File: src/rtl/core/deq_pkg.sv
`default_nettype none
// ----------------------------------------------------------------------------
// deq_pkg: shared types and constants of the double-ended queue
// Queue depth, index widths, operation and status codes, the result record
// and the ring index helper.
// ----------------------------------------------------------------------------
package deq_pkg;

    // Queue storage
    localparam int DEPTH  = 16;
    localparam int IDX_W  = $clog2(DEPTH);
    localparam int CNT_W  = $clog2(DEPTH + 1);
    localparam int SUM_W  = IDX_W + 1;
    localparam int DATA_W = 32;

    // Result buffer in front of the output port
    localparam int OQ_DEPTH = 4;
    localparam int OQ_AW    = $clog2(OQ_DEPTH);
    localparam int OQ_CW    = $clog2(OQ_DEPTH + 1);

    typedef logic [IDX_W-1:0]         t_idx;
    typedef logic [CNT_W-1:0]         t_cnt;
    typedef logic signed [DATA_W-1:0] t_data;
    typedef logic [2:0]               t_op;
    typedef logic [1:0]               t_status;
    typedef logic [OQ_CW-1:0]         t_oq_cnt;

    // Operation codes
    localparam t_op OP_PUSH_FRONT = 3'd0;
    localparam t_op OP_PUSH_BACK  = 3'd1;
    localparam t_op OP_POP_FRONT  = 3'd2;
    localparam t_op OP_POP_BACK   = 3'd3;
    localparam t_op OP_DUMP_FRONT = 3'd4;
    localparam t_op OP_DUMP_BACK  = 3'd5;

    // Status codes
    localparam t_status STAT_OK    = 2'd0;
    localparam t_status STAT_EMPTY = 2'd1;
    localparam t_status STAT_FULL  = 2'd2;

    // One result item
    typedef struct packed {
        t_status status;
        t_data   value;
        logic    last;
    } t_result;

    // Ring slot at base + off, both below DEPTH
    function automatic t_idx slot_add(t_idx base, t_idx off);
        logic [SUM_W-1:0] sum;
        sum = {1'b0, base} + {1'b0, off};
        if (sum >= SUM_W'(DEPTH)) begin
            sum = sum - SUM_W'(DEPTH);
        end
        return sum[IDX_W-1:0];
    endfunction

endpackage
`default_nettype wire

File: src/rtl/core/deq_ram.sv
`default_nettype none
// ----------------------------------------------------------------------------
// deq_ram: simple dual-port RAM
// One write port and one read port, read data registered.
// ----------------------------------------------------------------------------
module deq_ram #(
    parameter int DEPTH_P = 16,
    parameter int WIDTH_P = 32,
    parameter int AW_P    = $clog2(DEPTH_P)
) (
    input  logic               i_clk,
    input  logic               i_we,
    input  logic [AW_P-1:0]    i_waddr,
    input  logic [WIDTH_P-1:0] i_wdata,
    input  logic [AW_P-1:0]    i_raddr,
    output logic [WIDTH_P-1:0] o_rdata
);

    logic [WIDTH_P-1:0] r_mem [DEPTH_P];
    logic [WIDTH_P-1:0] r_rdata;

    // Write port
    always_ff @(posedge i_clk) begin
        if (i_we) begin
            r_mem[i_waddr] <= i_wdata;
        end
    end

    // Registered read port
    always_ff @(posedge i_clk) begin
        r_rdata <= r_mem[i_raddr];
    end

    assign o_rdata = r_rdata;

endmodule
`default_nettype wire

File: src/rtl/core/deq_outq.sv
`default_nettype none
// ----------------------------------------------------------------------------
// deq_outq: result buffer
// Small FIFO of result items that decouples the queue logic from a stalling
// receiver. The head entry drives the output port directly.
// ----------------------------------------------------------------------------
module deq_outq (
    input  logic              i_clk,
    input  logic              i_rst_n,
    input  logic              i_push,
    input  deq_pkg::t_result  i_item,
    output deq_pkg::t_oq_cnt  o_count,
    output logic              o_valid,
    output deq_pkg::t_result  o_item,
    input  logic              i_stall
);
    import deq_pkg::*;

    t_result          r_mem [OQ_DEPTH];
    logic [OQ_AW-1:0] r_head, n_head;
    logic [OQ_AW-1:0] r_tail, n_tail;
    t_oq_cnt          r_count, n_count;
    logic             w_pop;

    assign w_pop = (r_count != '0) && !i_stall;

    // Pointer and fill count update
    always_comb begin
        n_head  = r_head;
        n_tail  = r_tail;
        n_count = r_count;
        if (w_pop) begin
            n_head = (r_head == OQ_AW'(OQ_DEPTH - 1)) ? '0 : r_head + OQ_AW'(1);
        end
        if (i_push) begin
            n_tail = (r_tail == OQ_AW'(OQ_DEPTH - 1)) ? '0 : r_tail + OQ_AW'(1);
        end
        unique case ({i_push, w_pop})
            2'b10:   n_count = r_count + OQ_CW'(1);
            2'b01:   n_count = r_count - OQ_CW'(1);
            default: n_count = r_count;
        endcase
    end

    always_ff @(posedge i_clk) begin
        if (!i_rst_n) begin
            r_head  <= '0;
            r_tail  <= '0;
            r_count <= '0;
        end else begin
            r_head  <= n_head;
            r_tail  <= n_tail;
            r_count <= n_count;
        end
    end

    // Entry storage
    always_ff @(posedge i_clk) begin
        if (i_push) begin
            r_mem[r_tail] <= i_item;
        end
    end

    assign o_count = r_count;
    assign o_valid = (r_count != '0);
    assign o_item  = r_mem[r_head];

endmodule
`default_nettype wire

File: src/rtl/core/double_ended_queue_top.sv
`default_nettype none
// ----------------------------------------------------------------------------
// double_ended_queue_top: bounded double-ended queue of signed 32-bit values
// Input channel (i_valid / o_stall) takes one operation per item: push front
// or back, pop front or back, dump front-first or back-first. Output channel
// (o_valid / i_stall) returns result items with status, value and last.
// Entries live in a ring buffer RAM with registered read data; front index
// and entry count sit in registers.
// The result of an item passes through the pending-result registers and the
// result buffer before it appears on the output.
// Push and pop items are taken back to back while the result buffer has
// room. A dump reads the stored entries in turn, bounded by the single RAM
// read port; no new item is taken until the dump is done.
// A four-item result buffer sits in front of the output. When the receiver
// stalls, that buffer fills and o_stall rises so no result is ever dropped.
// Reset (synchronous, active low) empties the queue and the result buffer;
// the RAM is not cleared and needs no clearing pass.
// ----------------------------------------------------------------------------
module double_ended_queue_top (
    input  logic             i_clk,
    input  logic             i_rst_n,
    // Input channel
    input  logic             i_valid,
    output logic             o_stall,
    input  deq_pkg::t_op     i_operation,
    input  deq_pkg::t_data   i_value,
    // Output channel
    output logic             o_valid,
    input  logic             i_stall,
    output deq_pkg::t_status o_status,
    output deq_pkg::t_data   o_value_res,
    output logic             o_last
);
    import deq_pkg::*;

    localparam logic ST_IDLE = 1'b0;
    localparam logic ST_DUMP = 1'b1;

    // Control state
    logic    r_state, n_state;
    t_idx    r_front, n_front;
    t_cnt    r_count, n_count;
    t_idx    r_idx,   n_idx;
    logic    r_dir,   n_dir;

    // Result waiting on RAM read data
    logic    r_pend_vld,    n_pend_vld;
    t_status r_pend_status, n_pend_status;
    logic    r_pend_use,    n_pend_use;
    logic    r_pend_last,   n_pend_last;

    // RAM ports
    logic              w_we;
    t_idx              w_waddr;
    t_idx              w_raddr;
    logic [DATA_W-1:0] w_rdata;

    // Misc
    t_oq_cnt         w_oq_count;
    logic [OQ_CW:0]  w_occ;
    logic            w_room;
    logic            w_accept;
    logic            w_full;
    logic            w_empty;
    t_cnt            w_cnt_m1;
    t_cnt            w_back_off;
    t_idx            w_front_dec;
    t_idx            w_front_inc;
    t_idx            w_dump_off;
    logic            w_dump_last;
    t_result         w_item;
    t_result         w_out;

    // Room in the result buffer, counting the result in flight
    assign w_occ  = {1'b0, w_oq_count} + {{OQ_CW{1'b0}}, r_pend_vld};
    assign w_room = (w_occ < (OQ_CW + 1)'(OQ_DEPTH));

    assign o_stall  = !((r_state == ST_IDLE) && w_room);
    assign w_accept = i_valid && !o_stall;

    // Ring arithmetic
    assign w_full      = (r_count == CNT_W'(DEPTH));
    assign w_empty     = (r_count == '0);
    assign w_cnt_m1    = r_count - CNT_W'(1);
    assign w_front_dec = (r_front == '0) ? IDX_W'(DEPTH - 1) : r_front - IDX_W'(1);
    assign w_front_inc = (r_front == IDX_W'(DEPTH - 1)) ? '0 : r_front + IDX_W'(1);
    assign w_back_off  = w_cnt_m1 - CNT_W'(r_idx);
    assign w_dump_off  = r_dir ? w_back_off[IDX_W-1:0] : r_idx;
    assign w_dump_last = (CNT_W'(r_idx) == w_cnt_m1);

    // Operation decode and sequencing
    always_comb begin
        n_state       = r_state;
        n_front       = r_front;
        n_count       = r_count;
        n_idx         = r_idx;
        n_dir         = r_dir;
        n_pend_vld    = 1'b0;
        n_pend_status = STAT_OK;
        n_pend_use    = 1'b0;
        n_pend_last   = 1'b1;
        w_we          = 1'b0;
        w_waddr       = slot_add(r_front, r_count[IDX_W-1:0]);
        w_raddr       = r_front;

        unique case (r_state)
            ST_IDLE: begin
                if (w_accept) begin
                    unique case (i_operation)
                        OP_PUSH_FRONT: begin
                            n_pend_vld = 1'b1;
                            if (w_full) begin
                                n_pend_status = STAT_FULL;
                            end else begin
                                w_we    = 1'b1;
                                w_waddr = w_front_dec;
                                n_front = w_front_dec;
                                n_count = r_count + CNT_W'(1);
                            end
                        end
                        OP_PUSH_BACK: begin
                            n_pend_vld = 1'b1;
                            if (w_full) begin
                                n_pend_status = STAT_FULL;
                            end else begin
                                w_we    = 1'b1;
                                n_count = r_count + CNT_W'(1);
                            end
                        end
                        OP_POP_FRONT: begin
                            n_pend_vld = 1'b1;
                            if (w_empty) begin
                                n_pend_status = STAT_EMPTY;
                            end else begin
                                w_raddr    = r_front;
                                n_pend_use = 1'b1;
                                n_front    = w_front_inc;
                                n_count    = w_cnt_m1;
                            end
                        end
                        OP_POP_BACK: begin
                            n_pend_vld = 1'b1;
                            if (w_empty) begin
                                n_pend_status = STAT_EMPTY;
                            end else begin
                                w_raddr    = slot_add(r_front, w_cnt_m1[IDX_W-1:0]);
                                n_pend_use = 1'b1;
                                n_count    = w_cnt_m1;
                            end
                        end
                        OP_DUMP_FRONT, OP_DUMP_BACK: begin
                            if (w_empty) begin
                                n_pend_vld    = 1'b1;
                                n_pend_status = STAT_EMPTY;
                            end else begin
                                n_state = ST_DUMP;
                                n_idx   = '0;
                                n_dir   = (i_operation == OP_DUMP_BACK);
                            end
                        end
                        default: ;
                    endcase
                end
            end
            ST_DUMP: begin
                // One entry per cycle while the result buffer has room
                if (w_room) begin
                    w_raddr     = slot_add(r_front, w_dump_off);
                    n_pend_vld  = 1'b1;
                    n_pend_use  = 1'b1;
                    n_pend_last = w_dump_last;
                    if (w_dump_last) begin
                        n_state = ST_IDLE;
                    end else begin
                        n_idx = r_idx + IDX_W'(1);
                    end
                end
            end
        endcase
    end

    always_ff @(posedge i_clk) begin
        if (!i_rst_n) begin
            r_state    <= ST_IDLE;
            r_front    <= '0;
            r_count    <= '0;
            r_idx      <= '0;
            r_dir      <= 1'b0;
            r_pend_vld <= 1'b0;
        end else begin
            r_state    <= n_state;
            r_front    <= n_front;
            r_count    <= n_count;
            r_idx      <= n_idx;
            r_dir      <= n_dir;
            r_pend_vld <= n_pend_vld;
        end
    end

    always_ff @(posedge i_clk) begin
        r_pend_status <= n_pend_status;
        r_pend_use    <= n_pend_use;
        r_pend_last   <= n_pend_last;
    end

    // Entry storage
    deq_ram #(
        .DEPTH_P (DEPTH),
        .WIDTH_P (DATA_W)
    ) u_ram (
        .i_clk   (i_clk),
        .i_we    (w_we),
        .i_waddr (w_waddr),
        .i_wdata (i_value),
        .i_raddr (w_raddr),
        .o_rdata (w_rdata)
    );

    // Result assembly: value only where a stored entry was read
    always_comb begin
        w_item.status = r_pend_status;
        w_item.value  = r_pend_use ? t_data'(w_rdata) : '0;
        w_item.last   = r_pend_last;
    end

    deq_outq u_outq (
        .i_clk   (i_clk),
        .i_rst_n (i_rst_n),
        .i_push  (r_pend_vld),
        .i_item  (w_item),
        .o_count (w_oq_count),
        .o_valid (o_valid),
        .o_item  (w_out),
        .i_stall (i_stall)
    );

    assign o_status    = w_out.status;
    assign o_value_res = w_out.value;
    assign o_last      = w_out.last;

    // Checks
    a_count_bound: assert property (@(posedge i_clk) disable iff (!i_rst_n)
        r_count <= CNT_W'(DEPTH))
        else $error("entry count beyond depth");

    a_dump_range: assert property (@(posedge i_clk) disable iff (!i_rst_n)
        (r_state == ST_DUMP) |-> (r_count != '0) && (CNT_W'(r_idx) < r_count))
        else $error("dump index outside stored entries");

    a_no_overflow: assert property (@(posedge i_clk) disable iff (!i_rst_n)
        r_pend_vld |-> (w_oq_count < OQ_CW'(OQ_DEPTH)) || (o_valid && !i_stall))
        else $error("result buffer overflow");

    a_push_grows: assert property (@(posedge i_clk) disable iff (!i_rst_n)
        (w_accept && !w_full &&
         ((i_operation == OP_PUSH_FRONT) || (i_operation == OP_PUSH_BACK)))
        |=> (r_count == $past(r_count) + CNT_W'(1)))
        else $error("push did not add an entry");

endmodule
`default_nettype wire
File: config.mk
export PLATFORM = sky130hd
export DESIGN_NAME = double_ended_queue_top
export DESIGN_NICKNAME = d
export VERILOG_FILES = /design/src/rtl/core/deq_pkg.sv /design/src/rtl/core/deq_ram.sv /design/src/rtl/core/deq_outq.sv /design/src/rtl/core/double_ended_queue_top.sv
export SDC_FILE = /design/constraint.sdc
export NUM_CORES = 1
export LEC_CHECK = 0
export ABC_CLOCK_PERIOD_IN_PS = 4250
export BUFFER_PORTS_ARGS = -buffer_cell sky130_fd_sc_hd__buf_2
export CORE_UTILIZATION = 35
export CTS_CLUSTER_DIAMETER = 120
export DETAILED_ROUTE_END_ITERATION = 6
export HOLD_SLACK_MARGIN = 0.08
export PLACE_DENSITY = 0.54
export SLEW_MARGIN = 20
export SYNTH_ARGS = -nofsm -noshare
export SYNTH_HDL_FRONTEND = slang
export SYNTH_SLANG_ARGS = --single-unit
File: constraint.sdc
create_clock -name i_clk -period 4.25 [get_ports i_clk]
set_input_delay 1.0625 -clock i_clk [delete_from_list [all_inputs] [get_ports i_clk]]
set_output_delay 1.0625 -clock i_clk [all_outputs]
set_load 0.1 [all_outputs]
==> metrics.cfg, run 1 <==
[outcome]
status = completed

[critical_path]
cp_max_fo = 55
required_ns = 4.73
endpoint_kind = flip-flop
critPathBufInv = 3
critPathMaxStageDelay_ns = 0.46
critPathLaunchType = flip-flop
crit_arrival_ns = 4.41
cp_cell_sequence = inv_1, ha_1, fa_1, a21oi_1, inv_1, fa_1, o22a_1, a22oi_2, buf_12, nand3_1, nand4_1, mux2i_1
cpMaxStageDelayCell = fa_1
crit_type = flip-flop to flip-flop
critical-path-top-delay-family = adder cells

[yosys]
yosysTopAreaCell = edfxtp_1
avgSynthCellArea_um2 = 14.0
yosysUniqueCellTypes = 55
syn-instance-count = 2030
synth-edff-count = 652
synthFlopType = edfxtp_1
synthTopCellsByCount = edfxtp_1, nand2_1, nand4_1
seq_area_frac_synth_pct = 73.3
synth_fp_nets = 2098
synth.most_common_cell = edfxtp_1
synthArstFlopShare_pct = 0
yosys.area.top_type_share_pct = 69.0
synth_area_um2 = 28400
ys_ff_latch = 713
yosysWarnings = 0
synth_area_leaders = edfxtp_1, nand2_1, nand4_1

[cts]
clk_path_buf_depth = 3
cts_tree = yes
clkSlewWorstSetupHoldPaths_ns = 0.06
numCtsBuffers = 71
cts_max_level = 3
clock_latency_ns = 0.61
cts_root_buf = clkbuf_16
cts.sinks = 713

[detailed_routing]
antenna_left = 0
drt_iter0_drc = 1452
wl_um = 70000
wl_per_cell_um = 21.7
drc = 0
num_vias = 16800
dr.pass1.iters = 6
via_per_inst = 5.21

[run]
max_cap_violations = 0

[sta]
tns_ns = 0
hold_viol = 0
worst_pin_slew_ns = 0.976
holdWs_ns = 0.478
setup_viol = 0
clock-skew-final_ns = 0.0168
report.final.slew_viol_count = 0
rsz0062_at_grt = no
finalCriticalPeriod_ns = 3.93
relSlewSlack_pct = 34.9
fmax_mhz = 254
period_share_pct = 92.5

[global_route]
grt_pass1_wl_um = 105000
grt_usage_pct = 17.1
antenna_found_initial = 7
grt_start_max_net_pins = 90
gr-total-overflow = 0
grt_pass1_vias = 16600

[placement]
gp_congestion = 0.824
port_buffers = 75
placed_cell_area_um2 = 30400
dp_hpwl_um = 41900
placed_cells = 3095

[die]
die_y_um = 287
dieArea_um2 = 82200
core_um2 = 80400
fp-row-count = 104
start_util_pct = 35.3
ios = 76
die_x_um = 287

[layout]
area_growth_pct = 15.5
layout.nets = 2176
design_area_um2 = 32800
drive_gt1_share_pct = 14.4
final_cells = 3225
fill_cells = 7372

[pwr]
power_density_nw_per_um2 = 522
fin_total_pwr_mw = 17.1
peakVddDrop_mv = 0.250
p_leak_nw = 11.2

[hold_path]
hp-class = flip-flop to flip-flop

[power by group]
| part | leakage, nW | internal, mW | switching, mW |
|---|---|---|---|
| clock network | 1.14 | 3.72 | 2.59 |
| logic | 3.68 | 0.729 | 1.95 |
| registers | 6.38 | 7.90 | 0.212 |
| total | 11.2 | 12.3 | 4.75 |
[cell type report]
class	instances	area, um2	area share, %
Antenna cell	1	2.50	0.00763
Tap cell	1060	1330	4.05
Sequential cell	713	20800	63.5
Multi-Input combinational cell	1165	7040	21.5
Clock inverter	36	404	1.23
Inverter	22	82.6	0.252
Timing Repair Buffer	135	1180	3.59
Clock buffer	93	1940	5.92
[cell usage in the layout (no fill, tap or decap), drive strengths merged, types with 3 or more instances in the layout]
| cell type | Yosys | layout |
|---|---|---|
| xnor2 | 17 | 17 |
| and3 | 6 | 6 |
| mux4 | 35 | 35 |
| o21ai | 16 | 16 |
| nor2b | 13 | 13 |
| buf | 80 | 135 |
| nor3 | 3 | 3 |
| clkbuf | 50 | 93 |
| edfxtp | 652 | 652 |
| inv | 22 | 28 |
| a21o | 4 | 4 |
| fa | 5 | 5 |
| nor2 | 34 | 34 |
| a31oi | 4 | 4 |
| clkinvlp | 0 | 3 |
| nand2 | 527 | 527 |
| and2 | 44 | 44 |
| ha | 24 | 24 |
| dfxtp | 61 | 61 |
| xor2 | 9 | 9 |
| mux2i | 38 | 38 |
| a21oi | 13 | 13 |
| nand3 | 72 | 72 |
| nand4 | 262 | 262 |
| clkinv | 0 | 19 |
| bufinv | 0 | 8 |
| a22oi | 3 | 3 |
| o21a | 3 | 3 |
| nand2b | 4 | 4 |
[path summary, 6_finish.rpt]
kind	from	cells after the start	endpoint	slack, ns
setup / recovery	r_count[0]	12	u_ram.o_rdata[17]	0.32
hold / removal	r_pend_last	0	u_outq.r_mem[3][0]	0.48
setup reg to reg	r_count[0]	12	u_ram.o_rdata[17]	0.32
hold reg to reg	r_pend_last	0	u_outq.r_mem[3][0]	0.48
[per-stage QoR]
stage | setup slack, ns | utilization [%]
after floorplan | -0.150 | -
after global placement | 0.289 | 37.8
after detailed placement | 0.234 | 37.8
after CTS | 0.188 | 40.8
after global routing | 0.0572 | 40.8
final | 0.320 | 40.8
[kinds of logic after synthesis]
| family | share of synthesized area [%] |
|---|---|
| AO/OA/AOI/OAI | 1.49 |
| XOR/XNOR | 0.829 |
| multiplexers | 4.16 |
| adder cells (fa/ha/maj) | 1.41 |
| buffers and inverters | 2.45 |
| AND/OR/NAND/NOR | 16.4 |
| flip-flops | 73.3 |
[flip-flops by register name, indices dropped and copies added, names as in the netlist, 3 cells and up, named ones only]
signal and flops:
u_outq.r_mem 140, r_count 5, u_ram.o_rdata 32, u_ram.r_mem 512, r_front 4, u_outq.o_count 3
r_idx 4
[what timing repair did]
action,CTS,global route
endpoints found under the setup margin,0,1
setup buffers,0,0
resized for setup,0,1
hold buffers,0,0
endpoints found under the hold margin,0,0
[per-layer routing]
metal	share of wire [%]	track usage, %
met1	45	24.2
met2	46	26.7
met3	6.7	3.27
met4	2.0	4.84
met5	0.11	0
Power figures use the tool's default switching activity.
==> run 2: changes to the inputs <==
==> constraint.sdc (replaced) <==
create_clock -name i_clk -period 4.25 [get_ports i_clk]
set_input_delay 0.85 -clock i_clk [delete_from_list [all_inputs] [get_ports i_clk]]
set_output_delay 0.85 -clock i_clk [all_outputs]
set_load 0.1 [all_outputs]
==> run 2 against run 1 <==
Compared with the run above:
- die area is the same
- first-iteration DRC count grew 2.3%
- total power shrank 1.5%
- clock-buffer cell count shrank 5
- core utilization shrank 0.23 points
- critical path type unchanged
- highest routed layer unchanged
==> metrics.cfg, run 2 (synthesized netlist as in run 1, its figures left out) <==
[outcome]
status = completed

[layout]
design_area_um2 = 32600  ; -0.58%
final_common_cell = edfxtp_1
final_cell_mix = edfxtp_1, nand2_1, nand4_1, buf_2, clkbuf_16
largest_reg_flops = 512  ; unchanged
antenna_cells = 0  ; -1
multi_input_area_um2 = 7040  ; about the same
drive_gt1_share_pct = 13.7  ; -0.72 points
seqCellArea_um2 = 20800  ; unchanged
regMostFlops = u_ram.r_mem
layout.nets = 2163  ; -0.60%
area_growth_pct = 14.9
fill_cells = 7422  ; +0.68%

[detailed_routing]
wl_um = 69100  ; -1.3%
dr.pass1.iters = 6  ; unchanged
via_per_inst = 5.20  ; -0.13%
drc = 0  ; unchanged
drt_iter0_drc = 1486  ; +2.3%
antenna_left = 0  ; unchanged
wl_per_cell_um = 21.5  ; -0.90%
num_vias = 16700  ; -0.51%

[critical_path]
reg2reg_depth = 12  ; unchanged
endpoint_kind = flip-flop
crit_type = flip-flop to flip-flop
cp_max_fo = 40  ; -27%
ff2ff_setup_slack_ns = 0.35  ; +0.03 ns
r2r_start = r_count[0]
critPathLaunchType = flip-flop
required_ns = 4.73  ; about the same
crit_arrival_ns = 4.38  ; -0.03 ns
r2r-end = u_ram.o_rdata[7]

[sta]
period_share_pct = 91.8  ; -0.65 points
report.final.slew_viol_count = 0  ; unchanged
tns_ns = 0  ; unchanged
clock-skew-final_ns = 0.0190  ; +0.00221 ns
hold_viol = 0  ; unchanged
holdWs_ns = 0.493  ; +0.0151 ns
layout_setup_ws_ns = 0.348  ; +0.0274 ns
relSlewSlack_pct = 33.6  ; -1.4 points
rsz0062_at_grt = no
worst_pin_slew_ns = 0.997  ; +0.0203 ns
finalCriticalPeriod_ns = 3.90  ; -0.0274 ns
setup_viol = 0  ; unchanged
fmax_mhz = 256  ; +0.70%

[run]
max_cap_violations = 0  ; unchanged

[cts]
hold_buffers = 0  ; unchanged
cts_tree = yes
postCtsSetupBuffers = 0  ; unchanged
clk_path_buf_depth = 3  ; unchanged
cts_root_buf = clkbuf_16
clock_latency_ns = 0.61  ; about the same
cts_resized = 0  ; unchanged
cts.sinks = 713  ; unchanged
clkSlewWorstSetupHoldPaths_ns = 0.06  ; about the same
numCtsBuffers = 71  ; unchanged
cts_max_level = 3  ; unchanged

[placement]
placed_cell_area_um2 = 30300  ; -0.36%
dp_hpwl_um = 38600  ; -7.8%
port_buffers = 75  ; unchanged
dp_slack_ns = 0.372  ; +0.138 ns
gp_congestion = 0.790  ; -4.1%

[pwr]
p_int_mw = 12.1  ; -2.0%
netSwitchingPower_mw = 4.74  ; -0.13%
p_leak_nw = 11.1  ; -0.87%
power_density_nw_per_um2 = 517  ; -0.94%
combPwrFrac_pct = 15.5  ; -0.2 points
peakVddDrop_mv = 0.211  ; -16%
pwr-share-seq_pct = 48.1  ; +0.7 points
fin_total_pwr_mw = 16.8  ; -1.5%
p_sw_share_pct = 28.2  ; +0.39 points
clockPowerShare_pct = 36.3  ; -0.6 points

[die]
fp-row-count = 104  ; unchanged
start_util_pct = 35.3  ; unchanged
dieArea_um2 = 82200  ; unchanged
core_um2 = 80400  ; unchanged
die_y_um = 287  ; unchanged
die_x_um = 287  ; unchanged
ios = 76  ; unchanged

[hold_path]
hp-class = flip-flop to flip-flop
hp-start = r_pend_last
holdPathEnd = u_outq.r_mem[2][0]
hold-path-cell-count = 0  ; unchanged

[global_route]
gr-total-overflow = 0  ; unchanged
grt_pass1_vias = 16500  ; -0.66%
antenna_found_initial = 8  ; +1
grt_pass1_wl_um = 105000  ; -0.78%
grt_usage_pct = 16.8  ; -0.24 points
grt_start_max_net_pins = 93  ; +3.3%

==> run 2: cell types whose count changed in the layout (fill, tap and decap cells not counted), moves of 2 or more <==
cell | before | now
inv_16 | 0 | 2
clkbuf_1 | 16 | 14
inv_6 | 6 | 1
clkinv_2 | 10 | 15
clkbuf_8 | 4 | 1
clkinv_8 | 0 | 2
buf_4 | 32 | 20
bufinv_16 | 8 | 5
clkinv_1 | 8 | 16
==> run 2: power groups by stage <==
stage          Clock, mW  Combinational (mW)  Sequential (mW)
2_1_floorplan          0                2.01             8.10
3_3_place_gp           0                2.63             8.25
3_5_place_dp           0                2.65             8.24
4_1_cts             6.27                2.66             8.10
5_1_grt             6.51                2.81             8.12
6_report            6.12                2.62             8.10
==> run 2: how the worst max path moves through the flow <==
stage,startpoint,to,cells after the start
after floorplan,i_valid,u_ram.r_mem[10][0],7
after global placement,r_count[0],u_ram.o_rdata[28],12
after detailed placement,r_count[0],u_ram.o_rdata[7],12
after CTS,r_count[0],u_ram.o_rdata[21],15
after global routing,r_count[0],u_ram.o_rdata[21],13
final,r_count[0],u_ram.o_rdata[7],12
==> run 2: cell type report <==
type	instances	area share (%)
flip-flops and latches	713	63.8
multi-input cells	1165	21.6
clock buffers	88	5.81
well taps	1060	4.07
repair buffers	122	3.27
clock inverters	43	1.17
inverters	22	0.253
==> run 2: per-stage QoR <==
| step | instances | util (%) |
|---|---|---|
| 6_report | 3213 | 40.5 |
| 5_1_grt | 3213 | 40.5 |
| 4_1_cts | 3213 | 40.5 |
| 3_5_place_dp | 3082 | 37.7 |
| 3_3_place_gp | 3082 | 37.7 |
| 2_1_floorplan | 2030 | - |
==> run 2: routing by layer <==
layer	global-route usage (%)	wire, um
met1	22.9	31000
met2	27.9	33000
met3	2.62	3800
met4	4.57	1300
met5	0	23
==> run 2: worst max-delay path, cell delays in order (launching register included) <==
cell and delay (ns):
dfxtp_1 0.45, inv_1 0.15, ha_1 0.42, fa_1 0.44, a21oi_1 0.21, inv_1 0.08
fa_1 0.50, o22ai_1 0.19, nor2_4 0.58, buf_12 0.30, nand4_1 0.12, nand4_1 0.20
mux2i_1 0.12
